==> src/rtl/core/tlvx_pkg.sv <==
package tlvx_pkg;

    localparam logic [2:0] PH_TAG      = 3'd0;
    localparam logic [2:0] PH_SKIPLEN  = 3'd1;
    localparam logic [2:0] PH_SKIP     = 3'd2;
    localparam logic [2:0] PH_MATCHLEN = 3'd3;
    localparam logic [2:0] PH_VALUE    = 3'd4;
    localparam logic [2:0] PH_DONE     = 3'd5;

    localparam logic [1:0] ST_FOUND    = 2'd0;
    localparam logic [1:0] ST_NOTFOUND = 2'd1;
    localparam logic [1:0] ST_BADLEN   = 2'd2;
    localparam logic [1:0] ST_TRUNC    = 2'd3;

    localparam logic [7:0] LEN_ONE  = 8'd1;
    localparam logic [7:0] LEN_TWO  = 8'd2;
    localparam logic [7:0] LEN_FOUR = 8'd4;

    typedef struct packed {
        logic [2:0]  phase;
        logic [7:0]  skip_count;
        logic [31:0] value_accum;
        logic [2:0]  value_len;
        logic [1:0]  byte_index;
    } parse_state_t;

    typedef struct packed {
        logic        emit;
        logic [1:0]  status;
        logic [31:0] value;
    } parse_result_t;

    localparam parse_state_t STATE_REARM = '{
        phase:       PH_TAG,
        skip_count:  8'd0,
        value_accum: 32'd0,
        value_len:   3'd0,
        byte_index:  2'd0
    };

endpackage

==> src/rtl/core/tlvx_step.sv <==
module tlvx_step (
    input  tlvx_pkg::parse_state_t  cur,
    input  logic [7:0]              target_tag,
    input  logic [7:0]              data_byte,
    input  logic                    last_byte,
    output tlvx_pkg::parse_state_t  nxt,
    output tlvx_pkg::parse_result_t res
);
    import tlvx_pkg::*;

    parse_state_t  st;
    parse_result_t r;
    logic [31:0]   merged;

    always_comb
    begin
        case (cur.byte_index)
            2'd0:    merged = cur.value_accum | {24'd0, data_byte};
            2'd1:    merged = cur.value_accum | {16'd0, data_byte, 8'd0};
            2'd2:    merged = cur.value_accum | {8'd0, data_byte, 16'd0};
            default: merged = cur.value_accum | {data_byte, 24'd0};
        endcase
    end

    always_comb
    begin
        st = cur;
        r  = '{emit: 1'b0, status: ST_FOUND, value: 32'd0};

        unique case (cur.phase)
            PH_SKIPLEN:
            begin
                if (data_byte == 8'd0)
                begin
                    st.phase = PH_TAG;
                end
                else
                begin
                    st.skip_count = data_byte;
                    st.phase      = PH_SKIP;
                end
            end
            PH_SKIP:
            begin
                st.skip_count = cur.skip_count - 8'd1;
                if (cur.skip_count == 8'd1)
                begin
                    st.phase = PH_TAG;
                end
            end
            PH_MATCHLEN:
            begin
                if (data_byte == LEN_ONE || data_byte == LEN_TWO || data_byte == LEN_FOUR)
                begin
                    st.value_len   = data_byte[2:0];
                    st.byte_index  = 2'd0;
                    st.value_accum = 32'd0;
                    st.phase       = PH_VALUE;
                end
                else
                begin
                    r.emit   = 1'b1;
                    r.status = ST_BADLEN;
                    st.phase = PH_DONE;
                end
            end
            PH_VALUE:
            begin
                st.value_accum = merged;
                if (({1'b0, cur.byte_index} + 3'd1) >= cur.value_len)
                begin
                    r.emit   = 1'b1;
                    r.status = ST_FOUND;
                    r.value  = merged;
                    st.phase = PH_DONE;
                end
                else
                begin
                    st.byte_index = cur.byte_index + 2'd1;
                end
            end
            PH_DONE:
            begin
            end
            default:
            begin
                // Unused codes behave like the tag phase.
                st.phase = (data_byte == target_tag) ? PH_MATCHLEN : PH_SKIPLEN;
            end
        endcase

        if (last_byte)
        begin
            if (!r.emit && st.phase != PH_DONE)
            begin
                r.emit   = 1'b1;
                r.status = (st.phase == PH_MATCHLEN || st.phase == PH_VALUE) ?
                           ST_TRUNC : ST_NOTFOUND;
                r.value  = 32'd0;
            end
            st = STATE_REARM;
        end
    end

    assign nxt = st;
    assign res = r;

endmodule

==> src/rtl/core/tlv_tag_integer_extractor_core.sv <==
// A byte is taken into the input register and its result into the output register.
// Throughput: one byte per cycle, save for the stall below; the parser state
// register closes the only loop. A byte that yields a result waits in the input
// register while the output register holds an unaccepted result; other bytes
// pass on regardless. Reset (rst_n low, asynchronous) clears both valids, the
// parser state and the target tag register.
module tlv_tag_integer_extractor_core (
    input  logic        clk,
    input  logic        rst_n,
    input  logic        cfg_write_en,
    input  logic [7:0]  cfg_write_data,
    input  logic        in_valid,
    output logic        in_stall,
    input  logic [7:0]  data_byte,
    input  logic        last_byte,
    output logic        out_valid,
    input  logic        out_stall,
    output logic [1:0]  status,
    output logic [31:0] value
);
    import tlvx_pkg::*;

    logic          in_vld_reg;
    logic          in_vld_next;
    logic [7:0]    byte_reg;
    logic          last_reg;
    logic [7:0]    tag_reg;
    parse_state_t  state_reg;
    parse_state_t  state_next;
    parse_result_t step_res;
    logic          out_vld_reg;
    logic          out_vld_next;
    logic [1:0]    status_reg;
    logic [31:0]   value_reg;
    logic          advance;
    logic          accept;

    tlvx_step u_step (
        .cur        (state_reg),
        .target_tag (tag_reg),
        .data_byte  (byte_reg),
        .last_byte  (last_reg),
        .nxt        (state_next),
        .res        (step_res)
    );

    // The held item may move on unless it has a result and the output is blocked.
    assign advance  = !(step_res.emit && out_vld_reg && out_stall);
    assign in_stall = in_vld_reg && !advance;
    assign accept   = in_valid && !in_stall;

    always_comb
    begin
        in_vld_next = in_vld_reg;
        if (accept)
        begin
            in_vld_next = 1'b1;
        end
        else if (advance)
        begin
            in_vld_next = 1'b0;
        end

        out_vld_next = out_vld_reg;
        if (in_vld_reg && advance && step_res.emit)
        begin
            out_vld_next = 1'b1;
        end
        else if (!out_stall)
        begin
            out_vld_next = 1'b0;
        end
    end

    always_ff @(posedge clk or negedge rst_n)
    begin
        if (!rst_n)
        begin
            in_vld_reg  <= 1'b0;
            out_vld_reg <= 1'b0;
            tag_reg     <= 8'd0;
            state_reg   <= STATE_REARM;
        end
        else
        begin
            in_vld_reg  <= in_vld_next;
            out_vld_reg <= out_vld_next;
            if (cfg_write_en)
            begin
                tag_reg <= cfg_write_data;
            end
            if (in_vld_reg && advance)
            begin
                state_reg <= state_next;
            end
        end
    end

    always_ff @(posedge clk)
    begin
        if (accept)
        begin
            byte_reg <= data_byte;
            last_reg <= last_byte;
        end
        if (in_vld_reg && advance && step_res.emit)
        begin
            status_reg <= step_res.status;
            value_reg  <= step_res.value;
        end
    end

    assign out_valid = out_vld_reg;
    assign status    = status_reg;
    assign value     = value_reg;

endmodule

==> config.mk <==
export PLATFORM = sky130hd
export DESIGN_NAME = tlv_tag_integer_extractor_core
export DESIGN_NICKNAME = d
export VERILOG_FILES = /design/src/rtl/core/tlvx_pkg.sv /design/src/rtl/core/tlvx_step.sv /design/src/rtl/core/tlv_tag_integer_extractor_core.sv
export SDC_FILE = /design/constraint.sdc
export NUM_CORES = 1
export LEC_CHECK = 0
export BUFFER_PORTS_ARGS = -buffer_cell sky130_fd_sc_hd__buf_4
export CORE_MARGIN = 3
export CORE_UTILIZATION = 55
export CTS_CLUSTER_SIZE = 20
export DETAILED_ROUTE_END_ITERATION = 7
export PLACE_DENSITY_LB_ADDON = 0.05
export SLEW_MARGIN = 20
export SYNTH_ARGS = -nofsm -noshare
export SYNTH_HDL_FRONTEND = slang
export SYNTH_SLANG_ARGS = --single-unit
export TNS_END_PERCENT = 5
==> constraint.sdc <==
create_clock -name clk -period 12.19 [get_ports clk]
set_input_delay 0.6095 -clock clk [delete_from_list [all_inputs] [get_ports clk]]
set_output_delay 0.6095 -clock clk [all_outputs]
set_load 0.02 [all_outputs]
Yosys cells after proc, flatten, opt, wreduce, memory -nomap -nowiden
Index checks and enable logic that the tools add are counted.
{"block": "totals", "word_cells": 89, "in_bits": 22, "out_inout_bits": 36, "reg_bits": 101}
{"block": "op_classes", "mux": 26, "eq_ne": 20, "magnitude_cmp": 1, "addsub": 3, "n_bitwise": 4, "reduce_logical": 23}
{"op": "$mux W35", "count": 3}
{"op": "$pmux W32 S3", "count": 1}
{"op": "$pmux W32 S2", "count": 1}
{"op": "$mux W48", "count": 1}
{"op": "$mux W37", "count": 1}
{"op": "$mux W32", "count": 1}
{"op": "$or A32 B16 Y32", "count": 1}
{"op": "$or A32 B24 Y32", "count": 1}
{"op": "$or A32 B32 Y32", "count": 1}
{"op": "$or A32 B8 Y32", "count": 1}
{"op": "$eq A8 B1 Y1 const B", "count": 2}
{"op": "$pmux W8 S2", "count": 1}
{"op": "$pmux W3 S5", "count": 1}
{"op": "$mux W3", "count": 4}
{"op": "$eq A3 B2 Y1 const B", "count": 3}
{"op": "$eq A3 B3 Y1 const B", "count": 3}
{"op": "$ne A3 B3 Y1 const B", "count": 3}
{"op": "$reduce_and A3 Y1", "count": 3}
{"op": "$eq A8 B2 Y1 const B", "count": 1}
{"op": "$eq A8 B3 Y1 const B", "count": 1}
{"op": "$eq A8 B8 Y1", "count": 1}
{"op": "$logic_not A8 Y1", "count": 1}
{"op": "$mux W2", "count": 4}
{"op": "$mux W8", "count": 1}
{"op": "other kinds (20)", "count": 36}

Depth between registers and ports, before layout
{"block": "depth", "word_depth": 16, "mapped_depth": 9, "depth_no_buf": 8}

Modules after synthesis
From an unflattened synthesis, not the netlist that was laid out.
{"block": "unflattened", "hier_cells": 622, "area_unflattened_um2": 5934.4}
{"module": "tlv_tag_integer_extractor_core", "seq_area_each_um2": 2742.6, "area_per_inst_um2": 4295.4, "n_inst": 1, "cells_per_inst": 345}
{"module": "tlvx_step", "seq_area_each_um2": 0.0, "area_per_inst_um2": 1639.1, "n_inst": 1, "cells_per_inst": 277}

Worst setup path after synthesis
No wires, ideal clock.
{"block": "synth_timing", "kind": "register -> register", "startpoint": "register state_reg[0] in the netlist's numbering", "endpoint": "register status_reg[0] (netlist: status[0]), enable pin", "period_less_slack_ns": 3.926, "setup_ns": 0.436, "path_stages_with_launch": 8, "path_slack_ns": 8.264, "t_required_ns": 11.754, "path_buffers": 0, "arrival_time_ns": 3.490, "cell_sequence": "dfrtp_1 inv_1 ha_1 ha_1 a211oi_1 o32ai_2 o21ai_1 a21oi_1"}
{"block": "synth_via", "elab_chain_cells": 13, "elab_cells_between_ends": 16, "cone_classes": "1 x add/sub; 1 x order compare; 1 x eq/ne; 6 x mux; 7 x reduce/logical"}
{"element": "start: declaration", "line_no": "tlv_tag_integer_extractor_core.sv:28", "rtl": "parse_state_t state_reg;"}
{"element": "start signal: assignment", "line_no": "tlv_tag_integer_extractor_core.sv:94", "rtl": "state_reg <= state_next;"}
{"element": "$add A2 B1 Y3 (*)", "line_no": "tlvx_step.sv:70", "rtl": "if (({1'b0, cur.byte_index} + 3'd1) >= cur.value_len)"}
{"element": "$ge A3 B3 Y1 (*)", "line_no": "tlvx_step.sv:70"}
{"element": "$mux W3 or $mux W35 (tied branches)", "line_no": "tlvx_step.sv:70"}
{"element": "$pmux W3 S5 or $pmux W3 S2 (tied branches)", "line_no": "tlvx_step.sv:30", "rtl": "unique case (cur.phase)"}
{"element": "$ne A3 B3 Y1 or $logic_not A1 Y1 (tied branches)", "line_no": "tlvx_step.sv:94", "rtl": "if (!r.emit && st.phase != PH_DONE)"}
{"element": "$logic_and A1 B1 Y1", "line_no": "tlvx_step.sv:94"}
{"element": "$mux W35", "line_no": "tlvx_step.sv:94"}
{"element": "$mux W35 (*)", "line_no": "tlvx_step.sv:92", "rtl": "if (last_byte)"}
{"element": "$logic_and A1 B1 Y1 (2 in series)", "line_no": "tlv_tag_integer_extractor_core.sv:48", "rtl": "assign advance = !(step_res.emit && out_vld_reg && out_stall);"}
{"element": "$logic_not A1 Y1", "line_no": "tlv_tag_integer_extractor_core.sv:48"}
{"element": "$logic_and A1 B1 Y1", "line_no": "tlv_tag_integer_extractor_core.sv:106", "rtl": "if (in_vld_reg && advance && step_res.emit)"}
{"element": "$logic_and A1 B1 Y1 (*)", "line_no": "tlv_tag_integer_extractor_core.sv:106"}
{"element": "end signal: assignment", "line_no": "tlv_tag_integer_extractor_core.sv:108", "rtl": "status_reg <= step_res.status;"}
{"element": "end: declaration", "line_no": "tlv_tag_integer_extractor_core.sv:33", "rtl": "logic [1:0] status_reg;"}
Every way passes the cells marked *; elsewhere a longest branch is shown, timed or not.
A chain may end at the register's enable or synchronous reset.

Worst setup path in the final report
{"block": "layout_timing", "startpoint": "register byte_reg[4]", "endpoint": "register state_reg[35] in the netlist's numbering"}
{"block": "layout_via", "elab_chain_cells": 14, "elab_cells_between_ends": 24, "cone_classes": "6 x eq/ne; 8 x mux; 10 x reduce/logical"}
{"element": "start: declaration", "line_no": "tlv_tag_integer_extractor_core.sv:25", "rtl": "logic [7:0] byte_reg;"}
{"element": "start signal: assignment", "line_no": "tlv_tag_integer_extractor_core.sv:103", "rtl": "byte_reg <= data_byte;"}
{"element": "$eq A8 B1 Y1 or $eq A8 B2 Y1 (tied branches)", "line_no": "tlvx_step.sv:53", "rtl": "if (data_byte == LEN_ONE || data_byte == LEN_TWO || data_byte == LEN_FOUR)"}
{"element": "$logic_or A1 B1 Y1 (2 in series)", "line_no": "tlvx_step.sv:53"}
{"element": "$mux W1 or $mux W3 (tied branches)", "line_no": "tlvx_step.sv:53"}
{"element": "$pmux W3 S5 or $pmux W3 S2 (tied branches)", "line_no": "tlvx_step.sv:30"}
{"element": "$ne A3 B3 Y1 or $logic_not A1 Y1 (tied branches)", "line_no": "tlvx_step.sv:94"}
{"element": "$logic_and A1 B1 Y1", "line_no": "tlvx_step.sv:94"}
{"element": "$mux W35", "line_no": "tlvx_step.sv:94"}
{"element": "$mux W35", "line_no": "tlvx_step.sv:92"}
{"element": "$logic_and A1 B1 Y1 (2 in series)", "line_no": "tlv_tag_integer_extractor_core.sv:48"}
{"element": "$logic_not A1 Y1", "line_no": "tlv_tag_integer_extractor_core.sv:48"}
{"element": "$logic_and A1 B1 Y1", "line_no": "tlv_tag_integer_extractor_core.sv:92", "rtl": "if (in_vld_reg && advance)"}
{"element": "$reduce_and A3 Y1 (no source line) (*)"}
Marks and branches as above.

==> flow_results.org <==
** Outcome
- The run finished with clean final reports.

** Layout
- Fin area :: approximately 5500 sq um
- Commonest cells after routing, fill and taps aside :: sky130_fd_sc_hd__a21oi_1 (75), sky130_fd_sc_hd__buf_4 (61), sky130_fd_sc_hd__dfrtp_1 (58), sky130_fd_sc_hd__nor2_1 (56), sky130_fd_sc_hd__edfxtp_1 (43)
- Max FFs per register :: 48
- In the final layout, the share of cells above drive strength 1 is between 10% and 20%.
- Synthesis-to-layout area growth :: 13.4%
- Final std cells w/o fill :: a little over 600
- Leading cell type in the layout, fill and taps excluded :: sky130_fd_sc_hd__a21oi_1
- For this run, the share of the core covered by cells in the final layout is between 60% and 70%.
- The number of antenna diodes in the final layout is 0.
- Net count reported at finish :: between 500 and 600

** Routing
- In the routed layout, each cell is associated on average with a via count of 6.16.
- In this run the remaining antenna-violating nets after routing total 0.
- Dividing the detail-routed wire length by the instance count gives 18.0 microns.
- Total number of vias :: 3791
- Summed over all layers, the routed wires come to around 11000 microns.
- Router iterations before antenna repair :: 5
- In the routed design, unresolved DRC markers number 0.
- After the first detailed-routing iteration, the DRC count stood at 402.

** Synthesis
- Synth Cell Area :: 4890 sq um
- Sequential fraction of the synthesis area :: 56.1%
- The synthesized design contains 43 enable-type register cells.
- Net Count, Synth :: 509
- During synthesis, Yosys emitted a total of 0 warnings.
- For this run, asynchronously set or reset flops after synthesis account for 57.4%.
- Synthesis produced a netlist whose cell count is approximately 480.
- Mean post-synth cell area :: 10.3 sq um
- Counting flops and latches in the post-synthesis netlist gives roughly 100.
- Most frequently used flop master after synthesis :: sky130_fd_sc_hd__dfrtp_1
- The synthesized netlist contains slightly below 50 unique library cells.

** Floorplanning
- The initialized floorplan defines 33 standard-cell rows.
- Starting density of the core :: approximately three fifths
- Overall die area :: roughly 10000 sq um
- The floorplan step set the die height to 100 microns.
- I/O pin total :: 58
- Measured along the x axis, the die boundary spans 100 microns.
- The core region is between 8000 and 9000 sq um.

** Pwr
- Largest vdd supply drop :: 0.0000971 V
- Dividing total power by cell area gives a power density of 171 nW/um^2.
- Summing internal, switching and leakage power gives 0.950 mW.
- Cell leakage power :: 2.16 nW

** Setup path
- The worst setup path is launched from a flop.
- STA classifies the critical path endpoint as a flop.
- For this run, the slowest stage of the critical path takes 0.83 ns.
- Most prevalent standard cell on the critical path :: sky130_fd_sc_hd__a21oi_1
- Signal arrival time at the worst endpoint :: 3.86 ns
- By startpoint and endpoint, the worst setup path is classified as flop to flop.
- Critical path data required time :: 12.41 ns
- Among cell families on the critical path, the largest total delay comes from simple AND/OR/NAND/NOR gates.
- For this design, the slowest cell found on the critical path is sky130_fd_sc_hd__nand2_1.
- The number of buffers and inverters on the critical path is 0.
- In this run the worst path has a maximum fanout of 33.
- Worst path cell trace :: or4_4 -> a2111oi_4 -> a21oi_1 -> nand2_1 -> o311a_2 -> a21oi_1

** Timing
- Setup violation total in the final timing report :: 0
- The worst path uses ~30% of the clock period.
- Summed over all failing endpoints, the final setup total negative slack is 0 ns.
- Final hold vios :: 0
- Hold is met by 0.300 ns.
- At the pin with the least slew margin, the transition time is 1.10 ns.
- Fin. max-slew vios :: 0
- Skew final :: slightly below 0.008 ns
- Setup repair after global routing left no endpoint under its margin.
- Final critical-path required period :: 3.64 ns
- Once routing completed, OpenROAD measured the worst setup slack at 8.55 ns.
- Top achievable clock speed :: approximately 0.27 GHz
- Headroom to the max-slew limit came out at roughly 27%.

** Global routing
- Summed over all layers, the global routing overflow is 0.
- Global routing used 22.9% of the available tracks.
- Number of global-route vias before repair :: 3605
- Global-route wire length before repair :: 18300 microns
- Number of antenna violations at the first check in global routing :: 0
- Largest net degree at the start of global routing :: 59

** CTS
- The clock drives 101 sinks.
- In this run, post-CTS repair resized a total of 0 instances.
- Clock tree synthesis inserted a total of 9 buffers.
- Buffers inserted during post-CTS setup optimization :: 0
- TritonCTS built the clock tree.
- Counting along the longest clock path gives a buffer depth of 2.
- The H-tree generated during clock tree synthesis spans 3 levels.
- Latest clock arrival within the worst-skew pair :: 0.36 ns
- After clock tree synthesis, the clock-pin slew on the worst setup and hold paths is 0.10 ns.
- CTS hold repair buffers :: 0
- CTS Root Cell :: sky130_fd_sc_hd__clkbuf_8

** Placed design
- Routability-driven placement finished with a final weighted congestion of 0.860.
- Detailed placer's ending HPWL :: 7220 microns
- Number of I/O port buffers :: 57
- Once placement finished, the instance area stood at 5310 sq um.
- Pre-CTS setup slack :: 8.63 ns
- Number of cells after detailed placement :: 598

** Worst hold path
- In this run the worst hold path is classified as input pin to asynchronous set/reset pin.

** Flow run
- Max-cap violations :: 0
[cell type report]
cell class	instances	area (sq um)
inverter	8	30.0
fill	698	2880
clock inverter	7	80.1
clock buffer	9	124
timing repair buffer	62	485
sequential	101	2740
tap	105	131
multi-input combinational	323	1950
[worst paths after layout]
check / from / end / slack, ns / cells past startpoint
max: byte_reg[4] / state_reg[35] / 8.55 / 6
min: rst_n / in_vld_reg / 0.30 / 1
max reg2reg: byte_reg[4] / state_reg[35] / 8.55 / 6
min reg2reg: state_reg[4] / state_reg[4] / 0.52 / 1
max in group asynchronous: rst_n / state_reg[5] / 11.39 / 1
min in group clk: last_byte / last_reg / 0.42 / 1
[logic make-up (layout without fill, tap and decap cells)]
kind of cell	Yosys count	after routing	synth area share [%]
flip-flops	101	101	56.1
AO/OA/AOI/OAI	151	151	18.4
buffers and inverters	53	86	4.40
adder cells (fa/ha/maj)	10	10	2.56
AND/OR/NAND/NOR	144	144	14.9
XOR/XNOR	9	9	1.61
multiplexers	9	9	2.07
[per-layer routing]
metal / wire length, microns / GRT usage [%] / up-vias
met4: 241 / 8.08 / 0
li1: - / - / 1805
met1: 4940 / 33.1 / 1817
met5: 0 / 0 / -
met3: 574 / 3.61 / 23
met2: 5330 / 35.2 / 146
[report_power, final]
part	leakage, nW	internal, mW	switching, mW
Clock	0.104	0.0980	0.121
Sequential	1.18	0.414	0.0515
Combinational	0.879	0.102	0.164
[synthesized netlist by cell type, types with 2 or more instances]
library cell	instances	area (sq um)
sky130_fd_sc_hd__a21oi_1	76	380
sky130_fd_sc_hd__nand2b_1	9	56.3
sky130_fd_sc_hd__inv_1	8	30.0
sky130_fd_sc_hd__a31oi_1	32	200
sky130_fd_sc_hd__o21ai_0	14	70.1
sky130_fd_sc_hd__clkbuf_1	38	143
sky130_fd_sc_hd__a21o_1	3	22.5
sky130_fd_sc_hd__nand4_1	34	213
sky130_fd_sc_hd__buf_2	4	20.0
sky130_fd_sc_hd__xor2_1	2	17.5
sky130_fd_sc_hd__buf_4	3	22.5
sky130_fd_sc_hd__o21a_1	2	15.0
sky130_fd_sc_hd__a22o_1	4	35.0
sky130_fd_sc_hd__edfxtp_1	43	1290
sky130_fd_sc_hd__nand3_1	4	20.0
sky130_fd_sc_hd__nand2_1	11	41.3
sky130_fd_sc_hd__o21ai_1	7	35.0
sky130_fd_sc_hd__ha_1	10	125
sky130_fd_sc_hd__xnor2_1	7	61.3
sky130_fd_sc_hd__nor3_1	5	25.0
sky130_fd_sc_hd__dfrtp_1	58	1450
sky130_fd_sc_hd__and2_1	2	12.5
sky130_fd_sc_hd__mux2_2	8	90.1
sky130_fd_sc_hd__nor2_1	57	214
sky130_fd_sc_hd__nor4_1	5	31.3
sky130_fd_sc_hd__nor2b_1	8	50.1
Power figures use the tool's default switching activity.
